**config.mk**
```make
export PLATFORM = sky130hd
export DESIGN_NAME = tilt_classifier_debounce
export DESIGN_NICKNAME = d
export VERILOG_FILES = /design/src/rtl/tcd_pkg.sv /design/src/rtl/tcd_regs.sv /design/src/rtl/tcd_classify.sv /design/src/rtl/tcd_debounce.sv /design/src/rtl/tilt_classifier_debounce.sv
export SDC_FILE = /design/constraint.sdc
export NUM_CORES = 1
export LEC_CHECK = 0
export BUFFER_PORTS_ARGS = -buffer_cell sky130_fd_sc_hd__buf_4
export CAP_MARGIN = 10
export CORE_UTILIZATION = 25
export DETAILED_ROUTE_END_ITERATION = 10
export PLACE_DENSITY = 0.48
export SYNTH_ARGS = -nofsm -noshare
export SYNTH_HDL_FRONTEND = slang
export SYNTH_SLANG_ARGS = --single-unit
```
**constraint.sdc**
```tcl
create_clock -name clk_i -period 7.1 [get_ports clk_i]
set_input_delay 0.355 -clock clk_i [delete_from_list [all_inputs] [get_ports clk_i]]
set_output_delay 0.355 -clock clk_i [all_outputs]
set_load 0.01 [all_outputs]
```
**src/rtl/tcd_pkg.sv**
```systemverilog
// ----------------------------------------------------------------------------
// tcd_pkg
// Shared types and constants for the tilt classifier with debounce.
// ----------------------------------------------------------------------------
`default_nettype none

package tcd_pkg;

  localparam int unsigned SampleW  = 8;
  localparam int unsigned LimitW   = 4;
  localparam int unsigned RunW     = 5;
  localparam int unsigned NumThr   = 5;
  localparam int unsigned AddrW    = 5;
  localparam int unsigned DataW    = 32;
  localparam int unsigned RegIdxW  = 3;

  typedef enum logic [2:0] {
    CLS_UNKNOWN = 3'd0,
    CLS_BACK    = 3'd1,
    CLS_RIGHT   = 3'd2,
    CLS_LEVEL   = 3'd3,
    CLS_FRONT   = 3'd4,
    CLS_LEFT    = 3'd5
  } tcd_class_e;

  typedef enum logic [1:0] {
    MODE_RAW    = 2'd0,
    MODE_AXIS   = 2'd1,
    MODE_STATUS = 2'd2
  } tcd_mode_e;

  localparam logic [RegIdxW-1:0] REG_OUTPUT_MODE    = 3'd0;
  localparam logic [RegIdxW-1:0] REG_DEBOUNCE_LIMIT = 3'd1;
  localparam logic [RegIdxW-1:0] REG_UNKNOWN_MAX    = 3'd2;
  localparam logic [RegIdxW-1:0] REG_BACK_MAX       = 3'd3;
  localparam logic [RegIdxW-1:0] REG_RIGHT_MAX      = 3'd4;
  localparam logic [RegIdxW-1:0] REG_LEVEL_MAX      = 3'd5;
  localparam logic [RegIdxW-1:0] REG_FRONT_MAX      = 3'd6;

  localparam logic [1:0]         RST_OUTPUT_MODE    = 2'd1;
  localparam logic [LimitW-1:0]  RST_DEBOUNCE_LIMIT = 4'd4;
  localparam logic [SampleW-1:0] RST_UNKNOWN_MAX    = 8'd0;
  localparam logic [SampleW-1:0] RST_BACK_MAX       = 8'd48;
  localparam logic [SampleW-1:0] RST_RIGHT_MAX      = 8'd99;
  localparam logic [SampleW-1:0] RST_LEVEL_MAX      = 8'd153;
  localparam logic [SampleW-1:0] RST_FRONT_MAX      = 8'd204;

  localparam logic [RunW-1:0]    RUN_MAX            = 5'd16;

  typedef struct packed {
    logic [1:0]                      mode;
    logic [LimitW-1:0]               limit;
    logic [NumThr-1:0][SampleW-1:0]  thr;
  } tcd_cfg_t;

endpackage

`default_nettype wire

```
**src/rtl/tcd_regs.sv**
```systemverilog
// ----------------------------------------------------------------------------
// tcd_regs
// APB-style configuration registers: output mode, debounce limit, thresholds.
// ----------------------------------------------------------------------------
`default_nettype none

module tcd_regs import tcd_pkg::*; (
  input  wire logic             clk_i,
  input  wire logic             rst_ni,
  input  wire logic             psel,
  input  wire logic             penable,
  input  wire logic             pwrite,
  input  wire logic [AddrW-1:0] paddr,
  input  wire logic [DataW-1:0] pwdata,
  output logic      [DataW-1:0] prdata,
  output logic                  pready,
  output tcd_cfg_t              cfg_o
);

  logic [1:0]                     mode_q;
  logic [LimitW-1:0]              limit_q;
  logic [NumThr-1:0][SampleW-1:0] thr_q;
  logic [RegIdxW-1:0]             idx;
  logic                           wr_en;

  assign idx    = paddr[AddrW-1:2];
  assign pready = 1'b1;
  assign wr_en  = psel & penable & pwrite & pready;

  always_ff @(posedge clk_i or negedge rst_ni) begin
    if (!rst_ni) begin
      mode_q   <= RST_OUTPUT_MODE;
      limit_q  <= RST_DEBOUNCE_LIMIT;
      thr_q[0] <= RST_UNKNOWN_MAX;
      thr_q[1] <= RST_BACK_MAX;
      thr_q[2] <= RST_RIGHT_MAX;
      thr_q[3] <= RST_LEVEL_MAX;
      thr_q[4] <= RST_FRONT_MAX;
    end else if (wr_en) begin
      unique case (idx)
        REG_OUTPUT_MODE:    mode_q   <= pwdata[1:0];
        REG_DEBOUNCE_LIMIT: limit_q  <= pwdata[LimitW-1:0];
        REG_UNKNOWN_MAX:    thr_q[0] <= pwdata[SampleW-1:0];
        REG_BACK_MAX:       thr_q[1] <= pwdata[SampleW-1:0];
        REG_RIGHT_MAX:      thr_q[2] <= pwdata[SampleW-1:0];
        REG_LEVEL_MAX:      thr_q[3] <= pwdata[SampleW-1:0];
        REG_FRONT_MAX:      thr_q[4] <= pwdata[SampleW-1:0];
        default: ;
      endcase
    end
  end

  always_comb begin
    prdata = '0;
    unique case (idx)
      REG_OUTPUT_MODE:    prdata = {{(DataW-2){1'b0}}, mode_q};
      REG_DEBOUNCE_LIMIT: prdata = {{(DataW-LimitW){1'b0}}, limit_q};
      REG_UNKNOWN_MAX:    prdata = {{(DataW-SampleW){1'b0}}, thr_q[0]};
      REG_BACK_MAX:       prdata = {{(DataW-SampleW){1'b0}}, thr_q[1]};
      REG_RIGHT_MAX:      prdata = {{(DataW-SampleW){1'b0}}, thr_q[2]};
      REG_LEVEL_MAX:      prdata = {{(DataW-SampleW){1'b0}}, thr_q[3]};
      REG_FRONT_MAX:      prdata = {{(DataW-SampleW){1'b0}}, thr_q[4]};
      default:            prdata = '0;
    endcase
  end

  assign cfg_o.mode  = mode_q;
  assign cfg_o.limit = limit_q;
  assign cfg_o.thr   = thr_q;

endmodule

`default_nettype wire

```
**src/rtl/tcd_classify.sv**
```systemverilog
// ----------------------------------------------------------------------------
// tcd_classify
// Sorts a sample into the first class whose upper threshold it does not exceed.
// ----------------------------------------------------------------------------
`default_nettype none

module tcd_classify import tcd_pkg::*; (
  input  wire logic [SampleW-1:0]             sample_i,
  input  wire logic [NumThr-1:0][SampleW-1:0] thr_i,
  output tcd_class_e                          class_o
);

  always_comb begin
    priority if (sample_i <= thr_i[0]) begin
      class_o = CLS_UNKNOWN;
    end else if (sample_i <= thr_i[1]) begin
      class_o = CLS_BACK;
    end else if (sample_i <= thr_i[2]) begin
      class_o = CLS_RIGHT;
    end else if (sample_i <= thr_i[3]) begin
      class_o = CLS_LEVEL;
    end else if (sample_i <= thr_i[4]) begin
      class_o = CLS_FRONT;
    end else begin
      class_o = CLS_LEFT;
    end
  end

endmodule

`default_nettype wire

```
**src/rtl/tcd_debounce.sv**
```systemverilog
// ----------------------------------------------------------------------------
// tcd_debounce
// Debounce state and mapping of the accepted class to the result fields.
// ----------------------------------------------------------------------------
`default_nettype none

module tcd_debounce import tcd_pkg::*; (
  input  wire logic               clk_i,
  input  wire logic               rst_ni,
  input  wire logic               step_i,
  input  wire logic [SampleW-1:0] sample_i,
  input  wire tcd_class_e         class_i,
  input  wire tcd_cfg_t           cfg_i,
  output logic      [SampleW-1:0] raw_value_o,
  output logic signed [1:0]       left_right_o,
  output logic signed [1:0]       back_front_o,
  output logic      [2:0]         status_code_o
);

  tcd_class_e            cand_q, cand_d;
  tcd_class_e            acc_q, acc_d;
  logic [RunW-1:0]       run_q, run_d;
  logic [RunW-1:0]       limit_ext;
  logic                  classifying;

  assign limit_ext   = {1'b0, cfg_i.limit};
  assign classifying = (cfg_i.mode == MODE_AXIS) || (cfg_i.mode == MODE_STATUS);

  always_comb begin
    cand_d = cand_q;
    acc_d  = acc_q;
    run_d  = run_q;
    if (classifying) begin
      priority if (class_i != cand_q) begin
        cand_d = class_i;
        run_d  = '0;
      end else if (run_q < limit_ext) begin
        run_d = run_q + 1'b1;
      end else if (run_q == limit_ext) begin
        run_d = run_q + 1'b1;
        acc_d = class_i;
      end else begin
        run_d = run_q;
      end
    end
  end

  always_ff @(posedge clk_i or negedge rst_ni) begin
    if (!rst_ni) begin
      cand_q <= CLS_UNKNOWN;
      acc_q  <= CLS_UNKNOWN;
      run_q  <= '0;
    end else if (step_i) begin
      cand_q <= cand_d;
      acc_q  <= acc_d;
      run_q  <= run_d;
    end
  end

  always_comb begin
    raw_value_o   = '0;
    left_right_o  = 2'sd0;
    back_front_o  = 2'sd0;
    status_code_o = 3'd0;
    unique case (cfg_i.mode)
      MODE_RAW: raw_value_o = sample_i;
      MODE_AXIS: begin
        unique case (acc_d)
          CLS_BACK:  back_front_o = -2'sd1;
          CLS_RIGHT: left_right_o = 2'sd1;
          CLS_FRONT: back_front_o = 2'sd1;
          CLS_LEFT:  left_right_o = -2'sd1;
          default: ;
        endcase
      end
      MODE_STATUS: begin
        unique case (acc_d)
          CLS_BACK:  status_code_o = 3'd2;
          CLS_RIGHT: status_code_o = 3'd4;
          CLS_FRONT: status_code_o = 3'd1;
          CLS_LEFT:  status_code_o = 3'd3;
          default: ;
        endcase
      end
      default: ;
    endcase
  end

  a_run_bounded: assert property (@(posedge clk_i) disable iff (!rst_ni)
    run_q <= RUN_MAX)
    else $error("debounce run count above its ceiling");

  a_acc_is_cand: assert property (@(posedge clk_i) disable iff (!rst_ni)
    !$stable(acc_q) |-> acc_q == cand_q)
    else $error("accepted class changed to a class that is not the candidate");

  a_hold_unclassified: assert property (@(posedge clk_i) disable iff (!rst_ni)
    step_i && !classifying |=> $stable(cand_q) && $stable(acc_q) && $stable(run_q))
    else $error("debounce state moved outside a classifying mode");

  a_new_cand_restarts: assert property (@(posedge clk_i) disable iff (!rst_ni)
    !$stable(cand_q) |-> run_q == '0)
    else $error("new candidate without a cleared run count");

endmodule

`default_nettype wire

```
**src/rtl/tilt_classifier_debounce.sv**
```systemverilog
// ----------------------------------------------------------------------------
// tilt_classifier_debounce
// Six-class tilt quantizer with debounce and raw, axis or status code output.
// ----------------------------------------------------------------------------
// An accepted sample beat moves from the input register to the result register.
// Throughput: one beat per cycle while the receiver is ready; the input and result
// registers are separated by one pass of compares, debounce update and output
// mapping. Reset clears the valid flags and the debounce state to the unknown
// class and loads every configuration register with its documented default.
// ----------------------------------------------------------------------------
`default_nettype none

module tilt_classifier_debounce import tcd_pkg::*; (
  input  wire logic               clk_i,
  input  wire logic               rst_ni,
  input  wire logic               in_valid_i,
  output logic                    in_ready_o,
  input  wire logic [SampleW-1:0] tilt_sample_i,
  output logic                    out_valid_o,
  input  wire logic               out_ready_i,
  output logic      [SampleW-1:0] raw_value_o,
  output logic signed [1:0]       left_right_o,
  output logic signed [1:0]       back_front_o,
  output logic      [2:0]         status_code_o,
  input  wire logic               psel,
  input  wire logic               penable,
  input  wire logic               pwrite,
  input  wire logic [AddrW-1:0]   paddr,
  input  wire logic [DataW-1:0]   pwdata,
  output logic      [DataW-1:0]   prdata,
  output logic                    pready
);

  tcd_cfg_t           cfg;
  tcd_class_e         cls;
  logic               in_vq;
  logic [SampleW-1:0] in_sample_q;
  logic               adv;
  logic               out_vq;
  logic [SampleW-1:0] raw_d, raw_q;
  logic signed [1:0]  lr_d, lr_q;
  logic signed [1:0]  bf_d, bf_q;
  logic [2:0]         sc_d, sc_q;

  tcd_regs u_regs (
    .clk_i   (clk_i),
    .rst_ni  (rst_ni),
    .psel    (psel),
    .penable (penable),
    .pwrite  (pwrite),
    .paddr   (paddr),
    .pwdata  (pwdata),
    .prdata  (prdata),
    .pready  (pready),
    .cfg_o   (cfg)
  );

  assign adv        = in_vq & (~out_vq | out_ready_i);
  assign in_ready_o = ~in_vq | adv;

  always_ff @(posedge clk_i or negedge rst_ni) begin
    if (!rst_ni) begin
      in_vq <= 1'b0;
    end else if (in_ready_o) begin
      in_vq <= in_valid_i;
    end
  end

  always_ff @(posedge clk_i) begin
    if (in_valid_i && in_ready_o) begin
      in_sample_q <= tilt_sample_i;
    end
  end

  tcd_classify u_classify (
    .sample_i (in_sample_q),
    .thr_i    (cfg.thr),
    .class_o  (cls)
  );

  tcd_debounce u_debounce (
    .clk_i         (clk_i),
    .rst_ni        (rst_ni),
    .step_i        (adv),
    .sample_i      (in_sample_q),
    .class_i       (cls),
    .cfg_i         (cfg),
    .raw_value_o   (raw_d),
    .left_right_o  (lr_d),
    .back_front_o  (bf_d),
    .status_code_o (sc_d)
  );

  always_ff @(posedge clk_i or negedge rst_ni) begin
    if (!rst_ni) begin
      out_vq <= 1'b0;
    end else if (~out_vq | out_ready_i) begin
      out_vq <= in_vq;
    end
  end

  always_ff @(posedge clk_i) begin
    if (adv) begin
      raw_q <= raw_d;
      lr_q  <= lr_d;
      bf_q  <= bf_d;
      sc_q  <= sc_d;
    end
  end

  assign out_valid_o   = out_vq;
  assign raw_value_o   = raw_q;
  assign left_right_o  = lr_q;
  assign back_front_o  = bf_q;
  assign status_code_o = sc_q;

endmodule

`default_nettype wire

```
# Yosys cells after proc, flatten, opt, wreduce, memory -nomap -nowiden
# Cells that the tools add are included.
# Widths: inputs -> output; s select.
[classes]
reduce_logical = 14
bitwise_logic = 7
n_mux = 16
eq_ne = 14
n_addsub = 1
order_cmp = 6
[op_table]
columns = ["cell", "count"]
rows = [
  ["$pmux 8 s7", 1],
  ["$le 8x8->1", 5],
  ["$mux 3", 8],
  ["$eq 3x3->1 const B", 5],
  ["$mux 5", 3],
  ["$reduce_and 2->1", 7],
  ["$pmux 3 s4", 1],
  ["$eq 3x2->1 const B", 3],
  ["$pmux 2 s2", 2],
  ["$eq 3x1->1 const B", 2],
  ["$reduce_and 3->1", 2],
  ["$add 5x1->5 const B", 1],
  ["$eq 5x4->1", 1],
  ["$lt 5x4->1", 1],
  ["$and 1x1->1", 3],
  ["$logic_not 3->1", 1],
  ["$ne 3x3->1", 1],
  ["$reduce_bool 3->1", 1],
  ["$eq 2x1->1 const B", 1],
  ["$eq 2x2->1 const B", 1],
  ["$logic_not 2->1", 1],
  ["$not 1->1", 2],
  ["$or 1x1->1", 2],
  ["$logic_and 1x1->1", 1],
  ["2 further kinds", 2],
]
[totals]
out_inout_bits = 50
ff_bits = 82
wordCells = 75

# Longest topological paths before layout
[logic_depth]
depth_word = 12
mapped_depth = 12

# By module
# From an unflattened synthesis, not the netlist that was laid out.
[hier_totals]
cells_unflattened = 460
area_unflattened_um2 = 5241.3
[by_module_without_submodules]
columns = ["mod", "instances", "area_each_um2", "cells_each", "seq_area_each_um2"]
rows = [
  ["tcd_regs", 1, 2399.8, 181, 1171.1],
  ["tcd_debounce", 1, 1049.8, 108, 275.3],
  ["tcd_classify", 1, 997.2, 140, 0.0],
  ["tilt_classifier_debounce", 1, 794.5, 31, 740.7],
]

# Least setup slack after synthesis
# Ideal clock, no wire load.
[synth_timing]
path_type = "reg-to-reg"
startpoint = "reg u_regs.thr_q (netlist bit u_regs.cfg_o[13])"
endpoint = "reg bf_q[1], in the netlist back_front_o[1], data pin"
synth_period_minus_slack_ps = 3222
n_path_buf = 1
t_required_ps = 6845
stages_incl_launch_ff = 12
t_arrival_ps = 2967
slack_ps = 3878
path_cell_list = "dfstp_2 > inv_1 > ha_1 > a21oi_1 > o21ai_0 > o21ai_2 > or4_1 > buf_2 > o211a_4 > or4b_4 > and2_1 > and3_1"
[synth_between]
elab_chain_len = 9
[synth_lines]
columns = ["element", "line", "source"]
rows = [
  ["from (decl)", "tcd_regs.sv:22", "logic [NumThr-1:0][SampleW-1:0] thr_q;"],
  ["$le 8x8->1 (*)", "tcd_classify.sv:16", "end else if (sample_i <= thr_i[1]) begin"],
  ["$mux 3 (*)", "tcd_classify.sv:16", ""],
  ["$mux 3 (*)", "tcd_classify.sv:14", "priority if (sample_i <= thr_i[0]) begin"],
  ["$mux 3", "tcd_debounce.sv:39", "end else if (run_q == limit_ext) begin"],
  ["$mux 3", "tcd_debounce.sv:37", "end else if (run_q < limit_ext) begin"],
  ["$mux 3 (*)", "tcd_debounce.sv:34", "priority if (class_i != cand_q) begin"],
  ["$mux 3 (*)", "tcd_debounce.sv:33", "if (classifying) begin"],
  ["$eq 3x3->1 / $eq 3x1->1 (equally long branches)", "tcd_debounce.sv:68", "unique case (acc_d)"],
  ["$pmux 2 s2 (*)", "tcd_debounce.sv:68", ""],
  ["to (signal assigned)", "tilt_classifier_debounce.sv:106", "bf_q <= bf_d;"],
  ["to (decl)", "tilt_classifier_debounce.sv:42", "logic signed [1:0] bf_d, bf_q;"],
]
# Mark *: on every way between the ends. The rest lies on a longest branch, timed or not.
# A chain may end at the register's enable or synchronous reset.

# Final worst setup path
[layout_timing]
startpoint = "reg in_sample_q[5]"
endpoint = "reg bf_q[1], in the netlist back_front_o[1], data pin"
[layout_between]
elab_chain_len = 12
[layout_lines]
columns = ["element", "line", "source"]
rows = [
  ["from (decl)", "tilt_classifier_debounce.sv:37", "logic [SampleW-1:0] in_sample_q;"],
  ["from (signal assigned)", "tilt_classifier_debounce.sv:71", "in_sample_q <= tilt_sample_i;"],
  ["$le 8x8->1", "tcd_classify.sv:22", "end else if (sample_i <= thr_i[4]) begin"],
  ["$mux 1", "tcd_classify.sv:22", ""],
  ["$mux 3", "tcd_classify.sv:20", "end else if (sample_i <= thr_i[3]) begin"],
  ["$mux 3", "tcd_classify.sv:18", "end else if (sample_i <= thr_i[2]) begin"],
  ["$mux 3", "tcd_classify.sv:16", ""],
  ["$mux 3 (*)", "tcd_classify.sv:14", ""],
  ["$mux 3", "tcd_debounce.sv:39", ""],
  ["$mux 3", "tcd_debounce.sv:37", ""],
  ["$mux 3 (*)", "tcd_debounce.sv:34", ""],
  ["$mux 3 (*)", "tcd_debounce.sv:33", ""],
  ["$eq 3x3->1 / $eq 3x1->1 (equally long branches)", "tcd_debounce.sv:68", ""],
  ["$pmux 2 s2 (*)", "tcd_debounce.sv:68", ""],
]
# Marked as above.

==> flow_summary.toml <==
[setup_path]
critPathCaptureType = "flip-flop"
cp.arrival_ps = 3720
required_ps = 7200
crit_type = "reg -> reg"
crit_chain = "ha_1 -> a21oi_1 -> o21ai_0 -> o21ai_2 -> or4_1 -> o211a_1 -> nor4b_1 -> nor3_1 -> and3_1"
r2r_setup_slack_ps = 3480
crit_buf_inv = 0
worst-path-max-fanout = 6
critPathLaunchType = "flip-flop"
cp_slowest_cell = "or4_1"
cpLargestDelayFamily = "simple AND/OR/NAND/NOR gates"
crit_path_max_incr_delay_ps = 670

[global_route]
antenna_found_initial = 0
grtUsageTotal_pct = 13.2
grt_max_degree = 60
grt_pass1_vias = 3721
gr-total-overflow = 0
grt_pass1_wl_um = 20500

[synthesis]
syn_inst = 512
yosysSeqAreaShare_pct = 43.1
ys.flop_type = "dfrtp_1"
yosys-top-cells-area = "dfrtp_1 21%, edfxtp_1 14%, ha_1 12%, dfstp_2 8.3%, o21ai_0 4.7%"
yosysWarningCount = 0
yosysTopAreaCellShare_pct = 21.2
ys_seq_elements = 82
syn_avg_cell_area_um2 = 9.91
yosys.cell_types.count = 58
synth_edf_count = 23
netlist_area_mm2 = 0.00508
synth_area_leader_cell = "dfrtp_1"
synthArstFlopShare_pct = 72.0

[placed_design]
io_buffers = 50
place_congestion = 0.794
placedInstanceArea_mm2 = 0.00564
place.detailed.hpwl_um = 9970
dp_cells = 813

[sta]
hold_viol = 0
slew_violations = 0
finClkSkew_ps = 12.9
setup_tns_ps = 0
setup_viol = 0
rsz0062_at_grt = "false"
post-route-period-util_pct = 51.0
clock.fmax_mhz = 276
slew_headroom_pct = 39.0
holdWs_ps = 77.6
period_needed_ps = 3620
tightest_slew_ps = 912

[final_layout]
final_area_mm2 = 0.00597
layout-area-overhead-vs-synth_pct = 17.6
finalNetCount = 659
insertedDiodeCount = 0
final_cells = 829
drive_gt1_share_pct = 20.4

[clocking]
cts_root_buf = "clkbuf_16"
clk_latency_ps = 350
cts_setup_buffers = 0
clkTransAtPathRegs_ps = 60
cts_tree = "done"
h-tree-depth = 3
holdBufCountCts = 0
cts_resized = 0
clock_path_buffers = 2
cts_inserted_buffers = 9
clock_sinks = 82

[detailed_routing]
wl_per_cell_um = 15.4
drt-vias-per-instance = 4.49
met1Wirelength_um = 6200
vias = 3725
totalWireLength_um = 12800
drt_iter0_drc = 260
drt_first_pass_iters = 4
antenna_left = 0
dr.max_layer_used = "met4"
drc_errors = 0
wl_met2_um = 5670
route.met3.wl_um = 794

[power_and_ir_drop]
p_total_mw = 1.68
max-vdd-ir-drop_mv = 0.114
p_per_area_mw_per_mm2 = 281
leakage_nw = 2.61

[floorplan]
core-area_mm2 = 0.0197
die_w_um = 144
num_rows = 51
num_io_pins = 102
start_util_pct = 25.8
fp.dieArea_mm2 = 0.0209
die_h_um = 144

[run]
drv_cap = 0

[worst_hold_path]
worstHoldPathType = "in -> async"

[run_status]
status = "complete, no violations"
==> registers in the layout (all words and copies together) (netlist names), 2 cells and up <==
signal and flops:
u_regs.limit_q 4, status_code_o 3, u_debounce.run_q 5, left_right_o 2
in_sample_q 8, raw_value_o 8, back_front_o 2, u_regs.mode_q 2
u_debounce.acc_q 3, u_regs.cfg_o 40, u_debounce.cand_q 3
==> cell usage after synthesis, drive strengths merged (5+ instances only) <==
cell    instances
or2             5
dfstp          16
nand4          12
a21oi          27
nand2b          9
nand2          51
mux2i           8
nor2b           8
mux2           18
edfxtp         23
nor2           22
o211ai          7
nor3            7
dfrtp          43
ha             48
a31oi           5
o21ai          52
and2           12
inv            47
clkbuf         12
buf            26
a221o           5
==> final timing paths <==
| path | start | endpoint | depth (start not counted) |
|---|---|---|---|
| max in group asynchronous | rst_ni | u_debounce.cand_q[2]$_DFFE_PN0P_ | 1 |
| setup reg to reg | in_sample_q[5]$_DFFE_PP_ | back_front_o[1]$_SDFFCE_PP0P_ | 9 |
| hold / removal | rst_ni | u_debounce.acc_q[1]$_DFFE_PN0P_ | 1 |
| min in group clk_i | tilt_sample_i[5] | in_sample_q[5]$_DFFE_PP_ | 1 |
| hold reg to reg | in_vq$_DFFE_PN0N_ | out_valid_o$_DFFE_PN0P_ | 1 |
| setup / recovery | in_sample_q[5]$_DFFE_PP_ | back_front_o[1]$_SDFFCE_PP0P_ | 9 |
==> stage by stage <==
step,setup slack [ps],util [%]
after floorplan,3880,-
after global placement,3510,28.7
after detailed placement,3490,28.7
after CTS,3460,30.4
after global routing,3140,30.4
final,3480,30.4
==> metal layers <==
metal  vias up  global-route usage, %
met5         -                      0
met4         0                   3.88
met3         8                   2.78
met2        96                   19.9
met1      1760                   18.9
li1       1861                      -
==> worst register-to-register path: stages (launching register included) <==
cell and delay, ps:
edfxtp_1 550, ha_1 380, a21oi_1 60, o21ai_0 310, o21ai_2 190, or4_1 670
o211a_1 310, nor4b_1 550, nor3_1 160, and3_1 220
==> final cells by class <==
class                           count  area, um^2
Fill cell                        2088       13700
Clock inverter                      1        30.0
Tap cell                          265         332
Sequential cell                    82        2190
Clock buffer                       15         300
Multi-Input combinational cell    368        2560
Timing Repair Buffer               51         383
Inverter                           47         176
==> placed cells by master (no fill, tap or decap), types with 7 or more instances in the layout <==
master / count
a21oi_1: 24
and2_1: 12
buf_4: 51
clkbuf_16: 11
conb_1: 25
dfrtp_1: 43
dfstp_2: 16
edfxtp_1: 23
ha_1: 48
inv_1: 47
mux2_2: 18
mux2i_1: 8
nand2_1: 51
nand2b_1: 9
nand4_1: 12
nor2_1: 22
nor2b_1: 7
nor3_1: 7
o211ai_1: 7
o21ai_0: 48
==> power by group <==
group	internal (mW)	total [mW]	switching, mW
combinational	0.213	0.505	0.291
clock	0.326	0.514	0.189
sequential	0.594	0.662	0.0677
total	1.13	1.68	0.548
==> cell families after synthesis <==
group / after synthesis / synth area share (%)
other: 2 / 0.148
multiplexers: 27 / 6.01
AO/OA/AOI/OAI: 119 / 15.6
XOR/XNOR: 3 / 0.518
buffers and inverters: 85 / 8.16
AND/OR/NAND/NOR: 146 / 14.7
adder cells (fa/ha/maj): 48 / 11.8
flip-flops: 82 / 43.1
(Power assumes the default switching activity.)
